**src/sv/srx_pkg.sv**
```systemverilog
// ----------------------------------------------------------------------------
// srx_pkg
// shared types, constants and the crc-8 fold for the sync packet receiver
// ----------------------------------------------------------------------------
`default_nettype none

package srx_pkg;

	// packet buffer size in bytes (4 to 256)
	localparam int BUFFER_BYTES = 64;
	localparam int BUF_AW       = (BUFFER_BYTES > 1) ? $clog2(BUFFER_BYTES) : 1;

	localparam logic [7:0] SYNC_PATTERN = 8'h55;
	localparam logic [7:0] CRC_POLY     = 8'h8C;
	localparam logic [7:0] HUNT         = 8'hFF;
	localparam logic [3:0] NIB_MASK     = 4'h0F;

	typedef enum logic [1:0] {
		FUNC_BYTE  = 2'd0,
		FUNC_POLL  = 2'd1,
		FUNC_QUERY = 2'd2,
		FUNC_READ  = 2'd3
	} func_t;

	typedef enum logic [2:0] {
		RC_OK       = 3'd0,
		RC_BUSY     = 3'd1,
		RC_FRAME    = 3'd2,
		RC_BYTE_OVR = 3'd3,
		RC_BUF_OVR  = 3'd4,
		RC_CRC      = 3'd5
	} rc_t;

	typedef enum logic [1:0] {
		REG_OWN_ADDR   = 2'd0,
		REG_BCAST_ADDR = 2'd1
	} cfg_reg_t;

	// word waiting between the state stage and the output register
	typedef struct packed {
		logic valid;
		rc_t  code;
		logic is_read;
		logic in_range;
	} s1_t;

	// store access request
	typedef struct packed {
		logic              we;
		logic [BUF_AW-1:0] waddr;
		logic [7:0]        wdata;
		logic              re;
		logic [BUF_AW-1:0] raddr;
	} ram_req_t;

	// reflected crc-8, one byte, lsb first
	function automatic logic [7:0] crc8_fold(input logic [7:0] crc, input logic [7:0] data);
		logic [7:0] v;
		v = crc ^ data;
		for (int i = 0; i < 8; i++) begin
			if (v[0]) begin
				v = (v >> 1) ^ CRC_POLY;
			end else begin
				v = v >> 1;
			end
		end
		return v;
	endfunction

	localparam logic [7:0] CRC_SYNC = crc8_fold(8'h00, SYNC_PATTERN);

endpackage

`default_nettype wire

```
**src/sv/srx_ram.sv**
```systemverilog
// ----------------------------------------------------------------------------
// srx_ram
// generic single write port, single read port ram with registered read
// ----------------------------------------------------------------------------
`default_nettype none

module srx_ram #(
	parameter int WIDTH = 8,
	parameter int DEPTH = 64
) (
	input  wire logic                                      clk,
	input  wire logic                                      we,
	input  wire logic [((DEPTH > 1) ? $clog2(DEPTH) : 1)-1:0] waddr,
	input  wire logic [WIDTH-1:0]                          wdata,
	input  wire logic                                      re,
	input  wire logic [((DEPTH > 1) ? $clog2(DEPTH) : 1)-1:0] raddr,
	output logic      [WIDTH-1:0]                          rdata
);

	logic [WIDTH-1:0] mem_q [DEPTH];

	// write port
	always_ff @(posedge clk) begin
		if (we) begin
			mem_q[waddr] <= wdata;
		end
	end

	// registered read port, holds until the next read
	always_ff @(posedge clk) begin
		if (re) begin
			rdata <= mem_q[raddr];
		end
	end

endmodule

`default_nettype wire

```
**src/sv/srx_core.sv**
```systemverilog
// ----------------------------------------------------------------------------
// srx_core
// packet state, crc update, poll decode and the result stage register
// ----------------------------------------------------------------------------
`default_nettype none

module srx_core (
	input  wire logic              clk,
	input  wire logic              arst_n,
	input  wire logic              in_valid,
	input  wire logic [1:0]        func,
	input  wire logic [7:0]        rx_byte,
	input  wire logic              frame_error,
	input  wire logic              data_overrun,
	input  wire logic [5:0]        read_index,
	input  wire logic [3:0]        own_address,
	input  wire logic [3:0]        broadcast_address,
	input  wire logic              s1_take,
	output logic                   in_stall,
	output srx_pkg::s1_t           s1,
	output srx_pkg::ram_req_t      ram_req
);

	import srx_pkg::*;

	logic [7:0] count_q;
	logic [7:0] crc_q;
	logic       fe_q;
	logic       ov_q;
	logic [7:0] addr_q;
	logic [7:0] len_q;

	logic       accept;
	func_t      fn;
	logic       hunting;
	logic       line_err;
	logic       store_byte;
	logic [8:0] need;
	logic [8:0] count9;
	logic       poll_busy;
	logic       poll_ovf;
	logic       addr_hit;
	rc_t        poll_code;
	rc_t        new_code;

	assign in_stall = s1.valid && !s1_take;
	assign accept   = in_valid && !in_stall;
	assign fn       = func_t'(func);
	assign hunting  = (count_q == HUNT);
	assign line_err = frame_error || data_overrun;

	// byte goes into the packet after sync
	assign store_byte = accept && (fn == FUNC_BYTE) && !line_err && !hunting;

	// store write at the current count, read for buffer reads
	always_comb begin
		ram_req.we    = store_byte && ({1'b0, count_q} < 9'(BUFFER_BYTES));
		ram_req.waddr = count_q[BUF_AW-1:0];
		ram_req.wdata = rx_byte;
		ram_req.re    = accept && (fn == FUNC_READ);
		ram_req.raddr = BUF_AW'(read_index);
	end

	// poll decode from the header shadows and the count
	assign need      = {1'b0, len_q} + 9'd3;
	assign count9    = {1'b0, count_q};
	assign poll_busy = hunting || (count_q < 8'd2) || (count9 < need);
	assign poll_ovf  = (count9 > need) || (need > 9'(BUFFER_BYTES));
	assign addr_hit  = ((addr_q[3:0] & NIB_MASK) == own_address) ||
	                   ((addr_q[3:0] & NIB_MASK) == broadcast_address);

	always_comb begin
		if (fe_q) begin
			poll_code = RC_FRAME;
		end else if (ov_q) begin
			poll_code = RC_BYTE_OVR;
		end else if (poll_busy) begin
			poll_code = RC_BUSY;
		end else if (poll_ovf) begin
			poll_code = RC_BUF_OVR;
		end else if (crc_q != 8'h00) begin
			poll_code = RC_CRC;
		end else if (!addr_hit) begin
			poll_code = RC_BUSY;
		end else begin
			poll_code = RC_OK;
		end
	end

	always_comb begin
		case (fn)
			FUNC_POLL:  new_code = poll_code;
			FUNC_QUERY: new_code = hunting ? RC_OK : RC_BUF_OVR;
			default:    new_code = RC_OK;
		endcase
	end

	// packet state
	always_ff @(posedge clk or negedge arst_n) begin
		if (!arst_n) begin
			count_q <= HUNT;
			crc_q   <= CRC_SYNC;
			fe_q    <= 1'b0;
			ov_q    <= 1'b0;
		end else if (accept) begin
			case (fn)
				FUNC_BYTE: begin
					if (line_err) begin
						if (frame_error) begin
							fe_q <= 1'b1;
						end
						if (data_overrun) begin
							ov_q <= 1'b1;
						end
					end else if (hunting) begin
						if (rx_byte == SYNC_PATTERN) begin
							count_q <= 8'd0;
							crc_q   <= CRC_SYNC;
						end
					end else begin
						crc_q   <= crc8_fold(crc_q, rx_byte);
						count_q <= count_q + 8'd1;
					end
				end
				FUNC_POLL: begin
					fe_q <= 1'b0;
					ov_q <= 1'b0;
					if (!fe_q && !ov_q && !poll_busy) begin
						count_q <= HUNT;
					end
				end
				default: begin
				end
			endcase
		end
	end

	// header shadows of store entries 0 and 1
	always_ff @(posedge clk) begin
		if (store_byte && (count_q == 8'd0)) begin
			addr_q <= rx_byte;
		end
		if (store_byte && (count_q == 8'd1)) begin
			len_q <= rx_byte;
		end
	end

	// result stage
	always_ff @(posedge clk or negedge arst_n) begin
		if (!arst_n) begin
			s1 <= '0;
		end else if (accept) begin
			s1.valid    <= (fn != FUNC_BYTE);
			s1.code     <= new_code;
			s1.is_read  <= (fn == FUNC_READ);
			s1.in_range <= ({3'b000, read_index} < 9'(BUFFER_BYTES));
		end else if (s1_take) begin
			s1.valid <= 1'b0;
		end
	end

	// a poll always leaves both error flags clear
	a_poll_clears: assert property (@(posedge clk) disable iff (!arst_n)
		accept && (fn == FUNC_POLL) |=> !fe_q && !ov_q)
		else $error("poll did not clear error flags");

	// no store write while hunting for sync
	a_no_write_hunting: assert property (@(posedge clk) disable iff (!arst_n)
		ram_req.we |-> !hunting)
		else $error("store written while hunting");

	// a word stuck in the result stage keeps its contents
	a_s1_hold: assert property (@(posedge clk) disable iff (!arst_n)
		s1.valid && !s1_take |=> s1.valid && $stable(s1))
		else $error("result stage changed while blocked");

	// sync resets the crc to its seed
	a_sync_seed: assert property (@(posedge clk) disable iff (!arst_n)
		accept && (fn == FUNC_BYTE) && !line_err && hunting && (rx_byte == SYNC_PATTERN)
		|=> (count_q == 8'd0) && (crc_q == CRC_SYNC))
		else $error("sync did not reseed the crc");

endmodule

`default_nettype wire

```
**src/sv/sync_crc8_packet_receiver_top.sv**
```systemverilog
// ----------------------------------------------------------------------------
// sync_crc8_packet_receiver_top
// sync-framed uart packet receiver with crc-8 check, poll, query and read
// ----------------------------------------------------------------------------
// One word is accepted per clock while in_stall is low. Byte words update
// the packet state in the cycle they are taken and give no result; poll,
// query and read words give one result, which passes through the result
// stage, which also covers the registered read of the packet buffer ram,
// and then into the output register. Input stall rises only when both the
// result stage and the output register hold words and the output is
// stalled. The address and length bytes are also kept in shadow registers
// so a poll needs no buffer read.
`default_nettype none

module sync_crc8_packet_receiver_top (
	input  wire logic       clk,
	input  wire logic       arst_n,
	// input channel
	input  wire logic       in_valid,
	output logic            in_stall,
	input  wire logic [1:0] func,
	input  wire logic [7:0] rx_byte,
	input  wire logic       frame_error,
	input  wire logic       data_overrun,
	input  wire logic [5:0] read_index,
	// result channel
	output logic            out_valid,
	input  wire logic       out_stall,
	output logic [2:0]      result_code,
	output logic [7:0]      read_data,
	// configuration write channel
	input  wire logic       cfg_valid,
	output logic            cfg_ready,
	input  wire logic [1:0] cfg_index,
	input  wire logic [3:0] cfg_data
);

	import srx_pkg::*;

	logic       own_q;
	logic [3:0] own_addr_q;
	logic [3:0] bcast_addr_q;
	s1_t        s1;
	ram_req_t   ram_req;
	logic       s1_take;
	logic [7:0] ram_rdata;
	logic       out_valid_q;
	rc_t        out_code_q;
	logic [7:0] out_data_q;

	// configuration registers, always ready
	assign cfg_ready = 1'b1;
	assign own_q     = (cfg_index == REG_OWN_ADDR);

	always_ff @(posedge clk or negedge arst_n) begin
		if (!arst_n) begin
			own_addr_q   <= 4'd1;
			bcast_addr_q <= 4'd15;
		end else if (cfg_valid && cfg_ready) begin
			if (own_q) begin
				own_addr_q <= cfg_data;
			end else if (cfg_index == REG_BCAST_ADDR) begin
				bcast_addr_q <= cfg_data;
			end
		end
	end

	srx_core u_core (
		.clk               (clk),
		.arst_n            (arst_n),
		.in_valid          (in_valid),
		.func              (func),
		.rx_byte           (rx_byte),
		.frame_error       (frame_error),
		.data_overrun      (data_overrun),
		.read_index        (read_index),
		.own_address       (own_addr_q),
		.broadcast_address (bcast_addr_q),
		.s1_take           (s1_take),
		.in_stall          (in_stall),
		.s1                (s1),
		.ram_req           (ram_req)
	);

	srx_ram #(
		.WIDTH (8),
		.DEPTH (BUFFER_BYTES)
	) u_store (
		.clk   (clk),
		.we    (ram_req.we),
		.waddr (ram_req.waddr),
		.wdata (ram_req.wdata),
		.re    (ram_req.re),
		.raddr (ram_req.raddr),
		.rdata (ram_rdata)
	);

	// output register, loads when empty or being taken
	assign s1_take = s1.valid && (!out_valid_q || !out_stall);

	always_ff @(posedge clk or negedge arst_n) begin
		if (!arst_n) begin
			out_valid_q <= 1'b0;
		end else if (s1_take) begin
			out_valid_q <= 1'b1;
		end else if (!out_stall) begin
			out_valid_q <= 1'b0;
		end
	end

	always_ff @(posedge clk) begin
		if (s1_take) begin
			out_code_q <= s1.code;
			out_data_q <= (s1.is_read && s1.in_range) ? ram_rdata : 8'h00;
		end
	end

	assign out_valid   = out_valid_q;
	assign result_code = out_code_q;
	assign read_data   = out_data_q;

endmodule

`default_nettype wire

```
**config.mk**
```make
export PLATFORM = sky130hd
export DESIGN_NAME = sync_crc8_packet_receiver_top
export DESIGN_NICKNAME = d
export VERILOG_FILES = /design/src/sv/srx_pkg.sv /design/src/sv/srx_ram.sv /design/src/sv/srx_core.sv /design/src/sv/sync_crc8_packet_receiver_top.sv
export SDC_FILE = /design/constraint.sdc
export NUM_CORES = 1
export LEC_CHECK = 0
export ABC_AREA = 0
export BUFFER_PORTS_ARGS = -buffer_cell sky130_fd_sc_hd__buf_2
export CAP_MARGIN = 20
export CELL_PAD_IN_SITES_DETAIL_PLACEMENT = 2
export CELL_PAD_IN_SITES_GLOBAL_PLACEMENT = 2
export CORE_MARGIN = 1.5
export CORE_UTILIZATION = 30
export DETAILED_ROUTE_END_ITERATION = 10
export PLACE_DENSITY_LB_ADDON = 0.1
export SLEW_MARGIN = 25
export SYNTH_ARGS = -nofsm -noshare
export SYNTH_HDL_FRONTEND = slang
export SYNTH_SLANG_ARGS = --single-unit
```
**constraint.sdc**
```tcl
create_clock -name clk -period 5.65 [get_ports clk]
set_clock_uncertainty 0.1 [all_clocks]
set_input_delay 1.4125 -clock clk [delete_from_list [all_inputs] [get_ports clk]]
set_output_delay 1.4125 -clock clk [all_outputs]
set_load 0.03 [all_outputs]
```
==> flow_metrics.env, run 1 <==
export IMPL_min_delay_path_class="reg2reg"
export IMPL_cts_root_buffer_cell="sky130_fd_sc_hd__clkbuf_16"
export IMPL_synth_nets=1325
export IMPL_via_count=12402
export IMPL_post_route_worst_setup_slack_ns=1.72
export IMPL_place_gp_congestion=0.751
export IMPL_cts_sink_count=576
export IMPL_crit_path_start="func[0]"
export IMPL_cts_tree="yes"
export IMPL_yosys_area_top_type="sky130_fd_sc_hd__edfxtp_1"
export IMPL_cts_resized_gates=0
export IMPL_netlist_top_cells_count="543 x sky130_fd_sc_hd__edfxtp_1, 111 x sky130_fd_sc_hd__mux4_2, 89 x sky130_fd_sc_hd__nor2_1"
export IMPL_track_usage=0.180
export IMPL_inserted_clock_buffers=69
export IMPL_ys_ff_latch=576
export IMPL_final_period_utilization=0.695
export IMPL_yosysWarnings=0
export IMPL_max_clock_freq_ghz=0.255
export IMPL_final_layout_size_suffix_gt1_frac=0.256
export IMPL_worst_setup_path_start_kind="input pin"
export IMPL_drv_cap=0
export IMPL_die_y_um=284
export IMPL_run_status="finished, final reports clean"
export IMPL_relSlewSlack=0.330
export IMPL_hp_start="u_core.s1[3]$_DFFE_PN0P_"
export IMPL_yosys_most_used_dff="sky130_fd_sc_hd__edfxtp_1"
export IMPL_rr_startpoint="u_core.count_q[2]$_DFFE_PN1P_"
export IMPL_die_w_um=284
export IMPL_placeableCoreArea_um2=77700
export IMPL_worstMarginPinSlew_ns=1.00
export IMPL_ir_worst_vdd_v=0.000246
export IMPL_synth_most_common_cell="sky130_fd_sc_hd__edfxtp_1"
export IMPL_worstRegToRegCells=2
export IMPL_clk_latency_ns=0.62
export IMPL_worst_setup_hold_path_clk_slew_ns=0.06
export IMPL_via_count_of_the_first_global_routing_pass=13705
export IMPL_worst_setup_path_type="in2reg"
export IMPL_design_portCount=43
export IMPL_final_setup_viol_count=0
export IMPL_synth_top_cells_by_area="sky130_fd_sc_hd__edfxtp_1 69%, sky130_fd_sc_hd__mux4_2 11%, sky130_fd_sc_hd__dfstp_2 1.9%"
export IMPL_final_min_clock_period_ns=3.93
export IMPL_port_buffers=41
export IMPL_rsz0062_at_grt="no"
export IMPL_synth_distinct_cells=72
export IMPL_dpl_worst_slack_ns=1.02
export IMPL_largest_net_degree_at_the_start_of_global_routing=66
export IMPL_worstPathMaxFanout=8
export IMPL_async_reset_ff_frac=0.0573
export IMPL_synth_edf_count=543
export IMPL_hold_slack_ns=0.354
export IMPL_ys_seq_area_frac=0.726
export IMPL_post_synth_inst_count=1279
export IMPL_core_rowCount=102
export IMPL_nets=1432
export IMPL_leakage_nw=8.76
export IMPL_initial_utilization=0.304
export IMPL_drt_first_pass_iters=4
export IMPL_postCtsSetupRepairBufs=0
export IMPL_hold_path_cell_count=0
export IMPL_postRouteWirelength_mm=71.9
export IMPL_number_of_antenna_violations_at_the_first_check_in_global_routing=1
export IMPL_synth_largest_type_area_fraction=0.690
export IMPL_crit_arrival_ns=4.05
export IMPL_mappedNetlistArea_um2=23600
export IMPL_syn2layout_area_growth_pct=15.8
export IMPL_grt_pass1_wl_mm=104
export IMPL_avgRoutedWirePerCell_um=29.0
export IMPL_power_per_cell_area_nw_per_um2=369
export IMPL_routed_via_count_divided_by_cell_count=5.00
export IMPL_cts_h_tree_depth=3
export IMPL_ctsLongestPathBuffers=3
export IMPL_finalHoldViolCount=0
export IMPL_postCtsHoldBufs=0
export IMPL_drtAntennaViolNets=0
export IMPL_drcViolationCount=0
export IMPL_setup_tns_final_ns=0
export IMPL_postSynthAreaPerCell_um2=18.5
export IMPL_dp_hpwl_mm=46.5
export IMPL_maxSlewViolCount=0
export IMPL_grt_ovfl_total=0
export IMPL_fp_dieArea_um2=80400
export IMPL_endpoint_type_of_the_worst_setup_path="register"
export IMPL_first_iter_violations=854
export IMPL_worst_path_required_time_ns=5.78
## per-stage QoR
| step | instances | util | power (mW) | cell area (µm²) |
|---|---|---|---|---|
| 2_1_floorplan | 1279 | - | 5.49 | 23600 |
| 3_3_place_gp | 2355 | 0.324 | 5.88 | 25200 |
| 3_5_place_dp | 2355 | 0.324 | 5.88 | 25200 |
| 4_1_cts | 2479 | 0.352 | 10.2 | 27300 |
| 5_1_grt | 2479 | 0.352 | 10.5 | 27300 |
| 6_report | 2480 | 0.352 | 10.1 | 27300 |
## registers in the layout, indices dropped and copies added (netlist names)
register and cells:
bcast_addr_q 4, out_valid 1, own_addr_q 4, read_data 8, result_code 3, u_core.addr_q 4, u_core.count_q 8, u_core.crc_q 8
u_core.fe_q 1, u_core.len_q 8, u_core.ov_q 1, u_core.s1 6, u_store.mem_q 512, u_store.rdata 8
## power by group
group | switching, mW | total, mW | internal (mW) | leakage, nW
combinational | 0.589 | 0.928 | 0.340 | 2.45
sequential | 0.0839 | 4.85 | 4.77 | 5.26
clock | 1.82 | 4.32 | 2.49 | 1.06
## metal layers
layer | wire [µm] | vias up | GRT usage
li1 | - | 5407 | -
met1 | 34500 | 6702 | 0.259
met2 | 33100 | 203 | 0.281
met3 | 2540 | 90 | 0.0304
met4 | 1730 | 0 | 0.0525
met5 | 0 | - | 0
## cells by family (layout without fill, tap and decap cells)
family | count (synthesis) | count (layout) | synth area share
compound gates | 146 | 146 | 0.0436
xor+xnor | 35 | 35 | 0.0136
mux | 174 | 174 | 0.134
fa+ha+maj | 17 | 17 | 0.00901
simple gates | 261 | 261 | 0.0551
buf+inv | 69 | 229 | 0.0179
flops | 576 | 576 | 0.726
other cells | 1 | 2 | 0.000159
## layout make-up
cell class	instances	area, µm²
Inverter	16	60.1
Clock buffer	82	1780
Antenna cell	1	2.50
Fill cell	7608	50400
Multi-Input combinational cell	634	6040
Clock inverter	42	398
Sequential cell	576	17200
Timing Repair Buffer	89	606
Tap cell	1040	1300
## critical path, stage by stage
cell and delay [ns]:
sky130_fd_sc_hd__buf_2 0.12, sky130_fd_sc_hd__inv_1 0.08, sky130_fd_sc_hd__ha_1 0.26, sky130_fd_sc_hd__nor3b_2 0.29, sky130_fd_sc_hd__nand3_1 0.29, sky130_fd_sc_hd__nor2b_1 0.24, sky130_fd_sc_hd__buf_4 0.18, sky130_fd_sc_hd__nand3_1 0.31
sky130_fd_sc_hd__nor2_1 0.86
## path summary, 6_finish.rpt
check | to | slack (ns)
max | u_store.mem_q[30][2]$_DFFE_PP_ | 1.72
min | result_code[1]$_DFFE_PP_ | 0.35
max reg2reg | u_store.mem_q[7][1]$_DFFE_PP_ | 2.66
min reg2reg | result_code[1]$_DFFE_PP_ | 0.35
max in group asynchronous | u_core.s1[4]$_DFFE_PN0P_ | 4.09
min in group asynchronous | own_addr_q[3]$_DFFE_PN0P_ | 0.82
## layout by cell type (no fill, tap or decap), types with 18 or more instances in the layout
cell | Yosys | routed
sky130_fd_sc_hd__edfxtp_1 | 543 | 543
sky130_fd_sc_hd__mux4_2 | 111 | 111
sky130_fd_sc_hd__nor2_1 | 89 | 88
sky130_fd_sc_hd__clkbuf_16 | 0 | 69
sky130_fd_sc_hd__nand2_1 | 49 | 49
sky130_fd_sc_hd__buf_4 | 8 | 47
sky130_fd_sc_hd__buf_2 | 22 | 38
sky130_fd_sc_hd__mux2_2 | 33 | 33
sky130_fd_sc_hd__mux2i_1 | 28 | 28
sky130_fd_sc_hd__xnor2_1 | 27 | 27
sky130_fd_sc_hd__a21oi_1 | 24 | 24
sky130_fd_sc_hd__nand3_1 | 19 | 19
sky130_fd_sc_hd__nor2b_1 | 18 | 18
sky130_fd_sc_hd__a22oi_1 | 18 | 18
Power figures use the tool's default switching activity.
==> run 2: changes to the inputs <==
==> constraint.sdc (replaced) <==
create_clock -name clk -period 3.9 [get_ports clk]
set_clock_uncertainty 0.1 [all_clocks]
set_input_delay 0.975 -clock clk [delete_from_list [all_inputs] [get_ports clk]]
set_output_delay 0.975 -clock clk [all_outputs]
set_load 0.03 [all_outputs]
==> run 2 against run 1 <==
First-iteration DRC count fell by 9.0%. Via count grew 3.7%. Sequential share of layout area decreased by 2.0 points. Flip-flop and latch count unchanged. Clock power grew 52%. Worst hold slack better by 0.0033 ns. Largest cell class unchanged. Largest power group unchanged.
==> flow_metrics.env, run 2 (synthesized netlist as in run 1, its figures left out) <==
export IMPL_n_antenna_cell=0
export IMPL_final_layout_size_suffix_gt1_frac=0.300
export IMPL_placeableCoreArea_um2=77700
export IMPL_die_y_um=284
export IMPL_dp_hpwl_mm=47.9
export IMPL_total_area_of_sequential_cells_um2=17200
export IMPL_inserted_clock_buffers=69
export IMPL_rsz0062_at_grt="no"
export IMPL_avgRoutedWirePerCell_um=28.3
export IMPL_max_flop_register="u_store.mem_q"
export IMPL_first_iter_violations=777
export IMPL_most_common_layout_cells="543 x sky130_fd_sc_hd__edfxtp_1, 132 x sky130_fd_sc_hd__buf_4, 111 x sky130_fd_sc_hd__mux4_2"
export IMPL_cts_root_buffer_cell="sky130_fd_sc_hd__clkbuf_16"
export IMPL_drt_met1_wl_mm=34.2
export IMPL_drcViolationCount=0
export IMPL_largest_net_degree_at_the_start_of_global_routing=67
export IMPL_final_period_utilization=0.768
export IMPL_fp_dieArea_um2=80400
export IMPL_maxSlewViolCount=0
export IMPL_core_rowCount=102
export IMPL_drtAntennaViolNets=0
export IMPL_die_w_um=284
export IMPL_largest_register_ffs=512
export IMPL_worstPathMaxFanout=33
export IMPL_via_count_of_the_first_global_routing_pass=14138
export IMPL_final_min_clock_period_ns=2.99
export IMPL_fillerInstances=7564
export IMPL_final_setup_viol_count=0
export IMPL_routed_via_count_divided_by_cell_count=5.01
export IMPL_port_buffers=41
export IMPL_area_of_the_multi_input_gates_um2=6040
export IMPL_finalHoldViolCount=0
export IMPL_leakage_nw=9.33
export IMPL_postCtsHoldBufs=0
export IMPL_design_area_um2=28200
export IMPL_hp_start="u_core.s1[3]$_DFFE_PN0P_"
export IMPL_grt_pass1_wl_mm=105
export IMPL_mostFrequentLayoutCell="sky130_fd_sc_hd__edfxtp_1"
export IMPL_worst_setup_path_start_kind="input pin"
export IMPL_relSlewSlack=0.345
export IMPL_syn2layout_area_growth_pct=19.5
export IMPL_cts_h_tree_depth=3
export IMPL_cts_sink_count=576
export IMPL_placement_cell_area_um2=25900
export IMPL_setup_tns_final_ns=0
export IMPL_nets=1524
export IMPL_power_mw=15.0
export IMPL_run_status="finished, final reports clean"
export IMPL_clk_latency_ns=0.60
export IMPL_worst_path_required_time_ns=4.14
export IMPL_initial_utilization=0.304
export IMPL_place_gp_congestion=0.760
export IMPL_worstMarginPinSlew_ns=0.980
export IMPL_met2_wirelength_mm=34.2
export IMPL_cts_tree="yes"
export IMPL_drt_first_pass_iters=5
export IMPL_design_portCount=43
export IMPL_crit_arrival_ns=3.24
export IMPL_track_usage=0.182
export IMPL_met3_wirelength_mm=2.78
export IMPL_crit_path_start="read_index[0]"
export IMPL_drv_cap=0
export IMPL_worst_setup_hold_path_clk_slew_ns=0.06
export IMPL_via_count=12864
export IMPL_postRouteWirelength_mm=72.7
export IMPL_ctsLongestPathBuffers=3
export IMPL_number_of_antenna_violations_at_the_first_check_in_global_routing=5
export IMPL_ir_worst_vdd_v=0.000323
export IMPL_top_layer_used_by_detailed_routing="met5"
export IMPL_cts_resized_gates=0
export IMPL_endpoint_type_of_the_worst_setup_path="register"
export IMPL_min_delay_path_class="reg2reg"
export IMPL_max_clock_freq_ghz=0.334
export IMPL_power_per_cell_area_nw_per_um2=531
export IMPL_rr_startpoint="u_core.len_q[0]$_DFFE_PP_"
export IMPL_postCtsSetupRepairBufs=0
export IMPL_grt_ovfl_total=0
export IMPL_worst_setup_path_type="in2reg"
-- run 2: changes by cell type in the layout (fill, tap and decap cells not counted), moves of 2 or more --
cell and change:
sky130_fd_sc_hd__clkinv_8 -3, sky130_fd_sc_hd__buf_4 +85, sky130_fd_sc_hd__clkbuf_1 -2, sky130_fd_sc_hd__bufinv_16 +4, sky130_fd_sc_hd__inv_6 +2, sky130_fd_sc_hd__clkinvlp_4 -2
sky130_fd_sc_hd__buf_12 +7, sky130_fd_sc_hd__clkbuf_16 +3, sky130_fd_sc_hd__clkinv_2 -4
-- run 2: worst paths after layout --
| path | slack (ns) | depth (start not counted) | endpoint |
|---|---|---|---|
| max | 0.91 | 9 | u_store.rdata[4]$_DFFE_PP_ |
| max reg2reg | 1.04 | 10 | u_core.s1[4]$_DFFE_PN0P_ |
| min | 0.36 | 0 | result_code[1]$_DFFE_PP_ |
| min reg2reg | 0.36 | 0 | result_code[1]$_DFFE_PP_ |
| min in group asynchronous | 0.39 | 1 | u_core.crc_q[1]$_DFFE_PN0P_ |
| max in group asynchronous | 2.75 | 1 | u_core.s1[1]$_DFFE_PN0P_ |
-- run 2: area by class of cell --
class                           instances  share of cell area
Tap cell                             1040              0.0461
Inverter                               16             0.00213
Multi-Input combinational cell        634               0.214
Clock inverter                         39              0.0154
Sequential cell                       576               0.608
Clock buffer                           83              0.0653
Timing Repair Buffer                  181              0.0490
-- run 2: stage by stage --
step	setup WS (ns)	cells	hold slack, ns	util
3_5_place_dp	0.242	2447	0.334	0.334
2_1_floorplan	0.803	1279	0.325	-
6_report	0.906	2569	0.357	0.363
4_1_cts	0.902	2569	0.360	0.363
5_1_grt	0.732	2569	0.367	0.363
3_3_place_gp	0.190	2447	0.343	0.334
-- run 2: layer usage --
| layer | vias to the layer above | track usage |
|---|---|---|
| li1 | 5571 | - |
| met1 | 6939 | 0.260 |
| met2 | 259 | 0.292 |
| met3 | 91 | 0.0296 |
| met4 | 4 | 0.0421 |
| met5 | - | 0 |
-- run 2: where the power goes --
| part | leakage, nW | switching [mW] | internal (mW) |
|---|---|---|---|
| logic | 2.96 | 0.871 | 0.524 |
| clock network | 1.11 | 2.61 | 3.97 |
| registers | 5.26 | 0.119 | 6.90 |
-- run 2: critical path: stages --
cell and delay [ns]:
sky130_fd_sc_hd__buf_6 0.41, sky130_fd_sc_hd__buf_12 0.23, sky130_fd_sc_hd__buf_12 0.19, sky130_fd_sc_hd__buf_4 0.18
sky130_fd_sc_hd__mux4_2 0.52, sky130_fd_sc_hd__a22oi_1 0.21, sky130_fd_sc_hd__nand2_1 0.07, sky130_fd_sc_hd__a21oi_1 0.27
sky130_fd_sc_hd__a21oi_1 0.11
